<file path="src/rtl/fdbu_pkg.sv">
package fdbu_pkg;

	localparam int MaxWidth  = 1024;
	localparam int MaxHeight = 512;
	localparam int DepthBits = 24;
	localparam int StoreSize = MaxWidth * MaxHeight;
	localparam int StoreAw   = $clog2(StoreSize);
	// y * width + x reaches 511 * 2047 + 1023
	localparam int AddrW     = 21;
	localparam int WidthW    = 11;

	localparam logic [WidthW-1:0]    FRAME_WIDTH_RESET = 11'd640;
	localparam logic [DepthBits-1:0] DEPTH_FAR = {DepthBits{1'b1}};

	localparam logic [1:0] OUT_WRITTEN   = 2'd0;
	localparam logic [1:0] OUT_REJECTED  = 2'd1;
	localparam logic [1:0] OUT_DISCARDED = 2'd2;
	localparam logic [1:0] OUT_CLEARED   = 2'd3;

	localparam logic OP_SHADE = 1'b0;
	localparam logic OP_CLEAR = 1'b1;

	localparam logic [1:0] BLEND_OPAQUE   = 2'd0;
	localparam logic [1:0] BLEND_ADDITIVE = 2'd1;
	localparam logic [1:0] BLEND_MULTIPLY = 2'd2;

	// One classified fragment as it waits between front and back.
	typedef struct packed {
		logic                 opcode;
		logic                 in_store;
		logic [StoreAw-1:0]   index;
		logic [DepthBits-1:0] depth;
		logic [11:0]          light_red;
		logic [11:0]          light_green;
		logic [11:0]          light_blue;
		logic [7:0]           texel_red;
		logic [7:0]           texel_green;
		logic [7:0]           texel_blue;
		logic                 cutout_enable;
		logic [1:0]           blend_mode;
	} frag_t;

endpackage

</file>
<file path="src/rtl/fdbu_fifo.sv">
module fdbu_fifo import fdbu_pkg::*; (
	input  logic  clk,
	input  logic  arst_n,
	input  logic  push,
	input  frag_t push_data,
	input  logic  pop,
	output frag_t head,
	output logic  full,
	output logic  empty
);

	frag_t      slot_q [2];
	logic       wr_ptr_q;
	logic       rd_ptr_q;
	logic [1:0] count_q;

	assign full  = (count_q == 2'd2);
	assign empty = (count_q == 2'd0);
	assign head  = slot_q[rd_ptr_q];

	always_ff @(posedge clk) begin
		if (push) begin
			slot_q[wr_ptr_q] <= push_data;
		end
	end

	always_ff @(posedge clk or negedge arst_n) begin
		if (!arst_n) begin
			wr_ptr_q <= 1'b0;
			rd_ptr_q <= 1'b0;
			count_q  <= 2'd0;
		end else begin
			if (push) begin
				wr_ptr_q <= ~wr_ptr_q;
			end
			if (pop) begin
				rd_ptr_q <= ~rd_ptr_q;
			end
			count_q <= count_q + {1'b0, push} - {1'b0, pop};
		end
	end

endmodule

</file>
<file path="config.mk">
export PLATFORM = sky130hd
export DESIGN_NAME = fdbu_fifo
export DESIGN_NICKNAME = d
export VERILOG_FILES = /design/src/rtl/fdbu_pkg.sv /design/src/rtl/fdbu_fifo.sv
export SDC_FILE = /design/constraint.sdc
export NUM_CORES = 1
export LEC_CHECK = 0
export ABC_CLOCK_PERIOD_IN_PS = 12500
export BUFFER_PORTS_ARGS = -buffer_cell sky130_fd_sc_hd__buf_2
export CAP_MARGIN = 20
export CORE_MARGIN = 1.5
export CORE_UTILIZATION = 40
export CTS_BUF_LIST = sky130_fd_sc_hd__clkbuf_8
export CTS_CLUSTER_SIZE = 25
export DETAILED_ROUTE_END_ITERATION = 8
export PLACE_DENSITY_LB_ADDON = 0.1
export REMOVE_ABC_BUFFERS = 1
export SYNTH_ARGS = -nofsm -noshare
export SYNTH_HDL_FRONTEND = slang
export SYNTH_SLANG_ARGS = --single-unit
</file>
<file path="constraint.sdc">
create_clock -name clk -period 12.5 [get_ports clk]
set_input_delay 0.625 -clock clk [delete_from_list [all_inputs] [get_ports clk]]
set_output_delay 0.625 -clock clk [all_outputs]
set_load 0.01 [all_outputs]
</file>
==> results.cfg <==
[global_routing]
grt_pass1_vias = 4335
grtUsageTotal_pct = 14.08
grt_max_degree = 83
grt-ovfl-total = 0
grt_pass1_wl_mm = 22.11
grt_antenna_before_repair = 2

[pwr]
p_per_area_nw_per_um2 = 218.3
p_sw_mw = 0.6385
pwr-share-seq_pct = 47.4
clock_power_share_pct = 25.1
p_sw_share_pct = 28.83
comb_power_share_pct = 27.5
ir_worst_vdd_v = 0.0001875
internal_power_mw = 1.576
p_leak_nw = 3.935

[finish]
regArea_um2 = 6590
drive_gt1_share_pct = 59.84
fillCellCount = 1687
area_growth_pct = 26.55
final_util_pct = 51.95
nNetsFinal = 720
multi_input_area_um2 = 1353

[clock_network]
numCtsBuffers = 38
post_cts_buffers = 0
cts.sinks = 220
htree_levels = 2
path_clk_slew_ps = 60
clk_path_buf_depth = 3
cts-root-buf = clkbuf_8
tritoncts = done
clk-insertion-delay-late_ps = 510

[yosys]
ys_warn_count = 0
netlist_area_um2 = 8015
synth_edf_count = 216
ys.flop_type = edfxtp_1
synth_commonest_cells = 216 x edfxtp_1, 98 x mux2_2, 10 x mux2_4
synth_area_leaders = edfxtp_1 81%, mux2_2 14%, mux2_4 1.9%
yosysTopAreaCellShare_pct = 80.92
yosysSeqAreaShare_pct = 82.17
yosysMostFrequentCell = edfxtp_1
async_flop_share_pct = 1.818
synthCells = 351
synth_seq_cells = 220
synth_area_leader_cell = edfxtp_1
yosysUniqueCellTypes = 13
syn_area_per_cell_um2 = 22.84

[sta]
period_share_pct = 27.07
hold_violations = 0
fmax_ghz = 0.2955
setup_viol = 0
skew_ps = 10.63
finalSetupTns_ps = 0
final_max_slew_viol_count = 0
rsz0062_at_grt = no
tightest_slew_ps = 872.9
slew_headroom_pct = 41.81
period_needed_ps = 3384
hold_slack_ps = 304.7

[worst_setup_path]
cp.required_ps = 11880
reg2reg_slack_ps = 10140
cp-start-kind = flop
critPathArrivalTime_ps = 2760
crit_path_end_kind = primary output
critPathKind = flop to primary output
worstPathMaxFanout = 60

[routing]
dr.pass1.iters = 6
postRouteAntennaNets = 0
drc_errors = 0
wl_per_cell_um = 16.86
drt_iter0_markers = 86
routed_wl_mm = 15.19
vias_per_cell = 4.534
vias = 4085

[placement]
routabilityCongestion = 0.6933
dp.final_hpwl_mm = 9.433
port_buffers = 221

[die]
pin_count = 222
die_y_um = 144.6
start_util_pct = 41.05
die_area_um2 = 20900
core_um2 = 19530
die_w_um = 144.6
num_rows = 51

[status]
outcome = complete, no violations

[hold_path]
min_path_type = input pin to flop

[run]
maxCapViolations = 0
power by group through the flow:
stage	Combinational (mW)	Clock [mW]	Sequential [mW]
floorplan	0.376	0	1.08
global placement	0.605	0	1.07
detailed placement	0.611	0	1.07
CTS	0.614	0.582	1.06
global route	0.660	0.615	1.07
finish	0.608	0.556	1.05
worst max-delay path, cell delays in order (launching register included):
cell and delay (ps):
dfrtp_4 980, buf_4 690, mux2_2 420, buf_2 140
state kept, by name (all words and copies together) (netlist names):
name and cells:
wr_ptr_q 1, rd_ptr_q 1, slot_q 216, count_q 2
cell type report:
class                      instances  share of cell area, %
sequential                       220                  64.97
multi-input combinational        117                  13.33
timing repair buffer             227                  11.77
clock buffer                      40                  5.427
tap                              265                  3.269
clock inverter                    29                  1.135
inverter                           2                0.07401
antenna                            1                0.02467
worst paths after layout:
kind / from / end / depth (start not counted)
setup / recovery: rd_ptr_q / head[4] / 3
hold / removal: push_data[81] / slot_q[0][81] / 1
setup reg to reg: wr_ptr_q / slot_q[0][87] / 3
hold reg to reg: wr_ptr_q / wr_ptr_q / 1
max in group asynchronous: arst_n / rd_ptr_q / 2
min in group asynchronous: arst_n / wr_ptr_q / 2
layout by cell type, fill, tap and decap left out:
cell	netlist	routed
and2_4	0	1
buf_16	0	2
buf_2	9	221
buf_4	0	3
clkbuf_8	0	40
clkinv_1	0	5
clkinv_2	0	2
clkinvlp_4	0	1
dfrtp_1	4	3
dfrtp_4	0	1
diode_2	0	1
dlygate4sd3_1	0	1
edfxtp_1	216	216
ha_1	2	2
inv_1	2	23
mux2_2	98	98
mux2_4	10	10
nor2_1	1	1
nor2b_1	2	1
nor2b_4	0	1
xor2_1	2	2
xor3_1	1	1
per-layer routing:
layer	GRT usage (%)	routed length, um
met1	15.39	5784
met2	24.07	7612
met5	0	33
met3	6.159	1473
met4	5.529	286
logic make-up after synthesis:
kind of cell,count (synthesis),share of synthesized area (%)
adder cells (fa/ha/maj),2,0.3122
buffers and inverters,14,1.077
multiplexers,108,15.64
AND/OR/NAND/NOR,4,0.2810
XOR/XNOR,3,0.5151
flip-flops,220,82.17
stage by stage:
step           setup slack, ps  area, um^2  cells  power [mW]
2_1_floorplan             6592        7936    339       1.460
3_3_place_gp              9564        9410    828       1.672
3_5_place_dp              9520        9410    828       1.683
4_1_cts                   8985       10090    898       2.254
5_1_grt                   8877       10140    900       2.344
6_report                  9116       10140    901       2.215
what timing repair did:
| item | 4_1_cts | 5_1_grt |
|---|---|---|
| endpoints found under the hold margin | 4 | 0 |
| gates resized for setup | 0 | 0 |
| hold buffers | 1 | 0 |
(Power assumes the default switching activity.)
