[src/rtl/fdbu_pkg.sv]
package fdbu_pkg;

	localparam int MaxWidth  = 1024;
	localparam int MaxHeight = 512;
	localparam int DepthBits = 24;
	localparam int StoreSize = MaxWidth * MaxHeight;
	localparam int StoreAw   = $clog2(StoreSize);
	// y * width + x reaches 511 * 2047 + 1023
	localparam int AddrW     = 21;
	localparam int WidthW    = 11;

	localparam logic [WidthW-1:0]    FRAME_WIDTH_RESET = 11'd640;
	localparam logic [DepthBits-1:0] DEPTH_FAR = {DepthBits{1'b1}};

	localparam logic [1:0] OUT_WRITTEN   = 2'd0;
	localparam logic [1:0] OUT_REJECTED  = 2'd1;
	localparam logic [1:0] OUT_DISCARDED = 2'd2;
	localparam logic [1:0] OUT_CLEARED   = 2'd3;

	localparam logic OP_SHADE = 1'b0;
	localparam logic OP_CLEAR = 1'b1;

	localparam logic [1:0] BLEND_OPAQUE   = 2'd0;
	localparam logic [1:0] BLEND_ADDITIVE = 2'd1;
	localparam logic [1:0] BLEND_MULTIPLY = 2'd2;

	// One classified fragment as it waits between front and back.
	typedef struct packed {
		logic                 opcode;
		logic                 in_store;
		logic [StoreAw-1:0]   index;
		logic [DepthBits-1:0] depth;
		logic [11:0]          light_red;
		logic [11:0]          light_green;
		logic [11:0]          light_blue;
		logic [7:0]           texel_red;
		logic [7:0]           texel_green;
		logic [7:0]           texel_blue;
		logic                 cutout_enable;
		logic [1:0]           blend_mode;
	} frag_t;

endpackage

[src/rtl/fdbu_front.sv]
module fdbu_front import fdbu_pkg::*; (
	input  logic          clk,
	input  logic          arst_n,
	input  logic          cfg_valid,
	output logic          cfg_ready,
	input  logic [10:0]   cfg_data,
	input  logic          s_tvalid,
	output logic          s_tready,
	input  logic [111:0]  s_tdata,
	input  logic          s_tuser,
	input  logic          queue_full,
	input  logic          clearing,
	output logic          push,
	output frag_t         push_data
);

	logic [WidthW-1:0] frame_width_q;
	logic [AddrW-1:0]  addr;

	assign cfg_ready = 1'b1;

	always_ff @(posedge clk or negedge arst_n) begin
		if (!arst_n) begin
			frame_width_q <= FRAME_WIDTH_RESET;
		end else if (cfg_valid) begin
			frame_width_q <= cfg_data;
		end
	end

	assign s_tready = !queue_full && !clearing;
	assign push     = s_tvalid && s_tready;

	// Row-major address; columns past the row width simply alias onward.
	assign addr = AddrW'(s_tdata[18:10]) * AddrW'(frame_width_q) + AddrW'(s_tdata[9:0]);

	always_comb begin
		push_data.opcode        = s_tuser;
		push_data.in_store      = (addr < AddrW'(StoreSize));
		push_data.index         = addr[StoreAw-1:0];
		push_data.depth         = s_tdata[42:19];
		push_data.light_red     = s_tdata[54:43];
		push_data.light_green   = s_tdata[66:55];
		push_data.light_blue    = s_tdata[78:67];
		push_data.texel_red     = s_tdata[86:79];
		push_data.texel_green   = s_tdata[94:87];
		push_data.texel_blue    = s_tdata[102:95];
		push_data.cutout_enable = s_tdata[103];
		push_data.blend_mode    = s_tdata[105:104];
	end

endmodule

[config.mk]
export PLATFORM = sky130hd
export DESIGN_NAME = fdbu_front
export DESIGN_NICKNAME = d
export VERILOG_FILES = /design/src/rtl/fdbu_pkg.sv /design/src/rtl/fdbu_front.sv
export SDC_FILE = /design/constraint.sdc
export NUM_CORES = 1
export LEC_CHECK = 0
export ABC_CLOCK_PERIOD_IN_PS = 15000
export CAP_MARGIN = 10
export CORE_UTILIZATION = 49
export CTS_BUF_LIST = sky130_fd_sc_hd__clkbuf_2 sky130_fd_sc_hd__clkbuf_4 sky130_fd_sc_hd__clkbuf_8
export CTS_CLUSTER_SIZE = 16
export DETAILED_ROUTE_END_ITERATION = 10
export DONT_BUFFER_PORTS = 1
export GPL_ROUTABILITY_DRIVEN = 0
export PLACE_DENSITY_LB_ADDON = 0.05
export SYNTH_ARGS = -nofsm -noshare
export SYNTH_HDL_FRONTEND = slang
export SYNTH_SLANG_ARGS = --single-unit
[constraint.sdc]
create_clock -name clk -period 15 [get_ports clk]
set_input_delay 4.5 -clock clk [delete_from_list [all_inputs] [get_ports clk]]
set_output_delay 4.5 -clock clk [all_outputs]
set_load 0.01 [all_outputs]
==> qor.yml, run 1 <==
status: "finished clean"
drv_cap: 0
crit_type: "input port to output port"
largest_reg_flops: 11
post-route-period-util_pct: 93.4
fillers: 962
endpoint: "push_data[106]"
arrival_ns: 9.50
top_register: "frame_width_q"
synth_fp_nets: 823
crit_required_ns: 10.50
setup_viol: 0
reg2reg_depth: 1
grtUsageTotal_pct: 19.4
numCtsBuffers: 3
drc_errors: 0
antenna_cells: 0
startpoint_type: "input port"
whs_ns: 0.727
drive_above_1_share_pct: 4.85
cts.htree.levels: 1
drt_iter0_markers: 69
hold_violations: 0
post_cts_resized: 0
worstReg2RegStart: "frame_width_q[8]$_DFFE_PN0P_"
core_sq_um: 9420
fin_crit_ns: 14.00
rsz0062_at_grt: "false"
power_per_cell_area_nw_per_um2: 261
yosysWarnings: 0
ant_nets: 0
total_power_mw: 1.12
drv_slew: 0
io_pins: 241
seqCellArea_sq_um: 278
die_area_sq_um: 10300
cts_hold_buf: 0
tightest_slew_ns: 0.681
port_buffers: 0
die_w_um: 102
antenna_found_initial: 0
num_vias: 3162
grt_pass1_vias: 3344
max_freq_mhz: 71.4
worstReg2RegEnd: "frame_width_q[8]$_DFFE_PN0P_"
crit_fanout: 11
drt-total-wl_um: 9310
synth_cells: 563
multi_input_area_sq_um: 3490
r2r_slack_ns: 14.02
gr-total-overflow: 0
relSlewSlack_pct: 54.4
post-route-util_pct: 45.7
clk_pin_slew_ns: 0.05
p_leak_nw: 2.23
start_util_pct: 51.6
grt_max_degree: 12
area_growth_pct: -11.4
synth_area_sq_um: 4850
layout.nets: 715
reg_top3: "frame_width_q x11"
hold_path_class: "register to register"
post-cts-setup-buffers: 0
crit_path_end_kind: "output port"
tns_ns: 0
rows: 35
yosysUniqueCellTypes: 41
setup_slack_ns: 0.997
root_buffer: "clkbuf_8"
syn_avg_cell_area_sq_um: 8.62
synth_ff_type: "dfrtp_1"
async_reset_ff_share_pct: 100
grt_pass1_wl_um: 15700
finClkSkew_ns: 0
yosysSeqAreaShare_pct: 5.72
cts_tree: "yes"
dr.pass1.iters: 4
synth_edf_count: 0
vdd_drop_max_uv: 170
vias_per_cell: 5.42
dp_slack_ns: 0.973
die_y_um: 102
clk_latency_ns: 0.24
clock_sinks: 11
wire_per_inst_um: 16.0
startpoint: "s_tdata[10]"
clockBufferDepth: 2
dpl.hpwl_um: 8000
synth-seq-cells: 11
## worst max-delay path: stages
cell and delay, ns:
nand2_1 0.06, fa_1 0.55, inv_1 0.05, fa_1 0.49
inv_1 0.05, fa_1 0.52, inv_1 0.05, fa_1 0.47
inv_1 0.05, fa_1 0.47, inv_1 0.04, ha_1 0.36
a211oi_2 0.29, o21bai_1 0.13, a221o_1 0.30, a31oi_1 0.52
nor4b_1 0.19, a2111oi_4 0.41
## stage by stage
step | area, sq um | cells
3_5_place_dp | 4260 | 579
6_report | 4300 | 583
4_1_cts | 4300 | 583
2_1_floorplan | 4850 | 563
3_3_place_gp | 4260 | 579
5_1_grt | 4300 | 583
## cell usage after synthesis (all sizes together) (2+ instances only)
master,n,area (sq um)
xnor2,8,70.1
a21oi,20,104
dfstp,2,52.6
fa,71,1420
and2,45,282
a31oi,2,12.5
ha,59,738
o21ai,7,35.0
nand3,4,20.0
nand2,69,259
a21o,7,52.6
nor3,3,15.0
clkbuf,24,91.3
o21a,5,37.5
buf,89,668
nand4,5,31.3
nor4b,2,17.5
mux2,11,124
nor2,7,26.3
and4,2,20.0
mux2i,2,20.0
xor2,7,61.3
dfrtp,9,225
o21bai,3,22.5
inv,88,330
## final cells by class
| cell class | count | share of cell area, % |
|---|---|---|
| multi-input cells | 351 | 81.0 |
| clock inverters | 1 | 0.116 |
| clock buffers | 3 | 0.960 |
| inverters | 88 | 7.68 |
| well taps | 129 | 3.75 |
| flip-flops and latches | 11 | 6.46 |
## report_power, final
group	switching, mW	internal (mW)	total, mW
clock network	0.0113	0.0183	0.0296
logic	0.644	0.407	1.05
registers	0.00983	0.0331	0.0430
total	0.665	0.458	1.12
## cell families after synthesis
logic type / share of synthesized area [%]
AO/OA/AOI/OAI: 7.04
flip-flops: 5.72
XOR/XNOR: 2.71
multiplexers: 2.96
buffers and inverters: 22.4
other: 0.0772
adder cells (fa/ha/maj): 44.5
AND/OR/NAND/NOR: 14.6
## worst min-delay path by stage
stage	startpoint	end	cells past startpoint	slack [ns]
5_1_grt	frame_width_q[9]$_DFFE_PN1P_	frame_width_q[9]$_DFFE_PN1P_	1	0.74
3_5_place_dp	frame_width_q[9]$_DFFE_PN1P_	frame_width_q[9]$_DFFE_PN1P_	1	0.72
3_3_place_gp	frame_width_q[9]$_DFFE_PN1P_	frame_width_q[9]$_DFFE_PN1P_	1	0.71
2_1_floorplan	frame_width_q[0]$_DFFE_PN0P_	frame_width_q[0]$_DFFE_PN0P_	1	0.60
6_report	frame_width_q[9]$_DFFE_PN1P_	frame_width_q[9]$_DFFE_PN1P_	1	0.73
4_1_cts	frame_width_q[9]$_DFFE_PN1P_	frame_width_q[9]$_DFFE_PN1P_	1	0.72
## layer usage
metal  wire, um  global-route usage [%]
met2       4710                    34.6
met3        661                    5.66
met4        201                    5.02
met1       3730                    22.6
met5          0                       0
## layout by cell type, fill, tap and decap left out, types with 2 or more instances in the layout
master    count
a21o_1        7
a21oi_1      19
a31oi_1       2
and2_1       45
clkbuf_8      3
dfrtp_1       9
dfstp_2       2
fa_1         71
ha_1         59
inv_1        88
mux2_2       11
mux2i_1       2
nand2_1      69
nand3_1       4
nand4_1       5
nor2_1        7
nor3_1        3
nor4b_1       2
o21a_1        5
o21ai_0       3
o21ai_1       4
o21bai_1      3
xnor2_1       8
xor2_1        7
No activity file was read; power rests on OpenSTA's default activity.
==> inputs of run 2 (changes only) <==
REMOVE_ABC_BUFFERS = 1   (was default)
==> run 2 against run 1 <==
Net effect: setup slack worse by 0.14 ns; clock skew did not move; flip-flop and latch count unchanged; largest power group unchanged; critical path depth unchanged; final cell count unchanged; power grew 1.7%; utilization about the same; via count up 6.4%; first-iteration DRC count is 59% higher; largest cell class unchanged.
==> qor.yml, run 2 (synthesis results as in run 1) <==
start_util_pct: 51.6  # unchanged
slowest_delay_ns: 0.60  # +0.05 ns
cts_hold_buf: 0  # unchanged
layout.nets: 715  # unchanged
final_cell_mix: "inv_1 (88), fa_1 (71), nand2_1 (69)"
worstHoldStart: "frame_width_q[9]$_DFFE_PN1P_"
post-route-util_pct: 45.7  # about the same
crit_family: "adder cells"
grt_pass1_vias: 3326  # -0.54%
clk_pin_slew_ns: 0.05  # about the same
drive_above_1_share_pct: 4.85  # unchanged
worstReg2RegEnd: "frame_width_q[8]$_DFFE_PN0P_"
setup_viol: 0  # unchanged
largest_reg_flops: 11  # unchanged
whs_endpoint: "frame_width_q[9]$_DFFE_PN1P_"
p_leak_nw: 2.24  # about the same
top_register: "frame_width_q"
drt-total-wl_um: 19500  # +110%
power_per_cell_area_nw_per_um2: 265  # +1.7%
grtUsageTotal_pct: 38.5  # +19 points
startpoint_type: "input port"
reg_top3: "frame_width_q x11"
die_w_um: 102  # unchanged
drv_slew: 0  # unchanged
slowest_stage: "a31oi_1"
layout.cells.non_filler: 583  # unchanged
port_buffers: 0  # unchanged
core_sq_um: 9420  # unchanged
dpl.hpwl_um: 17900  # +120%
vias_per_cell: 5.77  # +6.4%
setup_slack_ns: 0.859  # -0.138 ns
final_common_cell: "inv_1"
post-cts-setup-buffers: 0  # unchanged
wire_per_inst_um: 33.4  # +110%
post-place-cells: 579  # unchanged
die_area_sq_um: 10300  # unchanged
post-route-period-util_pct: 94.3  # +0.92 points
min_path_cells: 1  # unchanged
drv_cap: 0  # unchanged
crit_required_ns: 10.50  # about the same
rows: 35  # unchanged
gr-total-overflow: 0  # unchanged
reg2reg_depth: 1  # unchanged
drc_errors: 0  # unchanged
io_pins: 241  # unchanged
r2r_slack_ns: 14.04  # +0.02 ns
cts.htree.levels: 1  # unchanged
ant_nets: 0  # unchanged
crit_path_end_kind: "output port"
die_y_um: 102  # unchanged
status: "finished clean"
antenna_found_initial: 0  # unchanged
num_vias: 3364  # +6.4%
crit_fanout: 11  # unchanged
post_cts_resized: 0  # unchanged
clk_latency_ns: 0.24  # about the same
tightest_slew_ns: 0.790  # +0.109 ns
crit_buf_inv: 5  # unchanged
rsz0062_at_grt: "false"
grt_pass1_wl_um: 25800  # +65%
fin_crit_ns: 14.14  # +0.138 ns
clock_sinks: 11  # unchanged
clockBufferDepth: 2  # unchanged
arrival_ns: 9.64  # +0.14 ns
grt_max_degree: 12  # unchanged
finClkSkew_ns: 0  # unchanged
numCtsBuffers: 3  # unchanged
hold_violations: 0  # unchanged
crit_type: "input port to output port"
max_freq_mhz: 70.7  # -0.97%
root_buffer: "clkbuf_8"
cts_tree: "yes"
tns_ns: 0  # unchanged
drt_iter0_markers: 110  # +59%
vdd_drop_max_uv: 170  # -0.22%
path_cells: "nand2_1 > fa_1 > inv_1 > fa_1 > inv_1 > fa_1 > inv_1 > fa_1 > inv_1 > fa_1 > inv_1 > ha_1 > a211oi_2 > o21bai_1 > a221o_1 > a31oi_1 > nor4b_1 > a2111oi_4"
dp_slack_ns: 0.873  # -0.0997 ns
relSlewSlack_pct: 47.1  # -7.3 points
antenna_cells: 0  # unchanged
hold_path_class: "register to register"
dr.pass1.iters: 4  # unchanged
worstReg2RegStart: "frame_width_q[8]$_DFFE_PN0P_"
area_growth_pct: -11.3  # about the same
## run 2: per-layer routing
metal | global-route usage (%) | share of wire [%] | up-vias | routed length [um]
li1 | - | - | 1436 | -
met1 | 26.2 | 22 | 1606 | 4340
met3 | 37.0 | 21 | 86 | 4080
met5 | 6.73 | 0.34 | - | 66
met4 | 40.8 | 13 | 4 | 2590
met2 | 56.7 | 43 | 232 | 8420
## run 2: worst max-delay path by stage
stage,start,cells past startpoint,endpoint,slack (ns)
floorplan,s_tdata[10],18,push_data[106],1.30
global placement,s_tdata[10],18,push_data[106],0.91
detailed placement,s_tdata[10],18,push_data[106],0.87
CTS,s_tdata[10],18,push_data[106],0.88
global route,s_tdata[10],18,push_data[106],0.71
finish,s_tdata[10],18,push_data[106],0.86
## run 2: area by class of cell
class                           count  area [sq um]
Fill cell                         975          5110
Multi-Input combinational cell    351          3490
Inverter                           88           330
Sequential cell                    11           278
Tap cell                          129           161
Clock buffer                        4          48.8
## run 2: stage by stage
step | power [mW] | instance area [sq um] | hold WS, ns
4_1_cts | 1.15 | 4310 | 0.707
3_5_place_dp | 1.11 | 4260 | 0.700
5_1_grt | 1.27 | 4310 | 0.720
3_3_place_gp | 1.10 | 4260 | 0.696
6_report | 1.14 | 4310 | 0.701
2_1_floorplan | 0.909 | 4100 | 0.597
## run 2: power by group
group	internal, mW	switching (mW)
combinational	0.410	0.658
clock	0.0205	0.0115
sequential	0.0331	0.00977
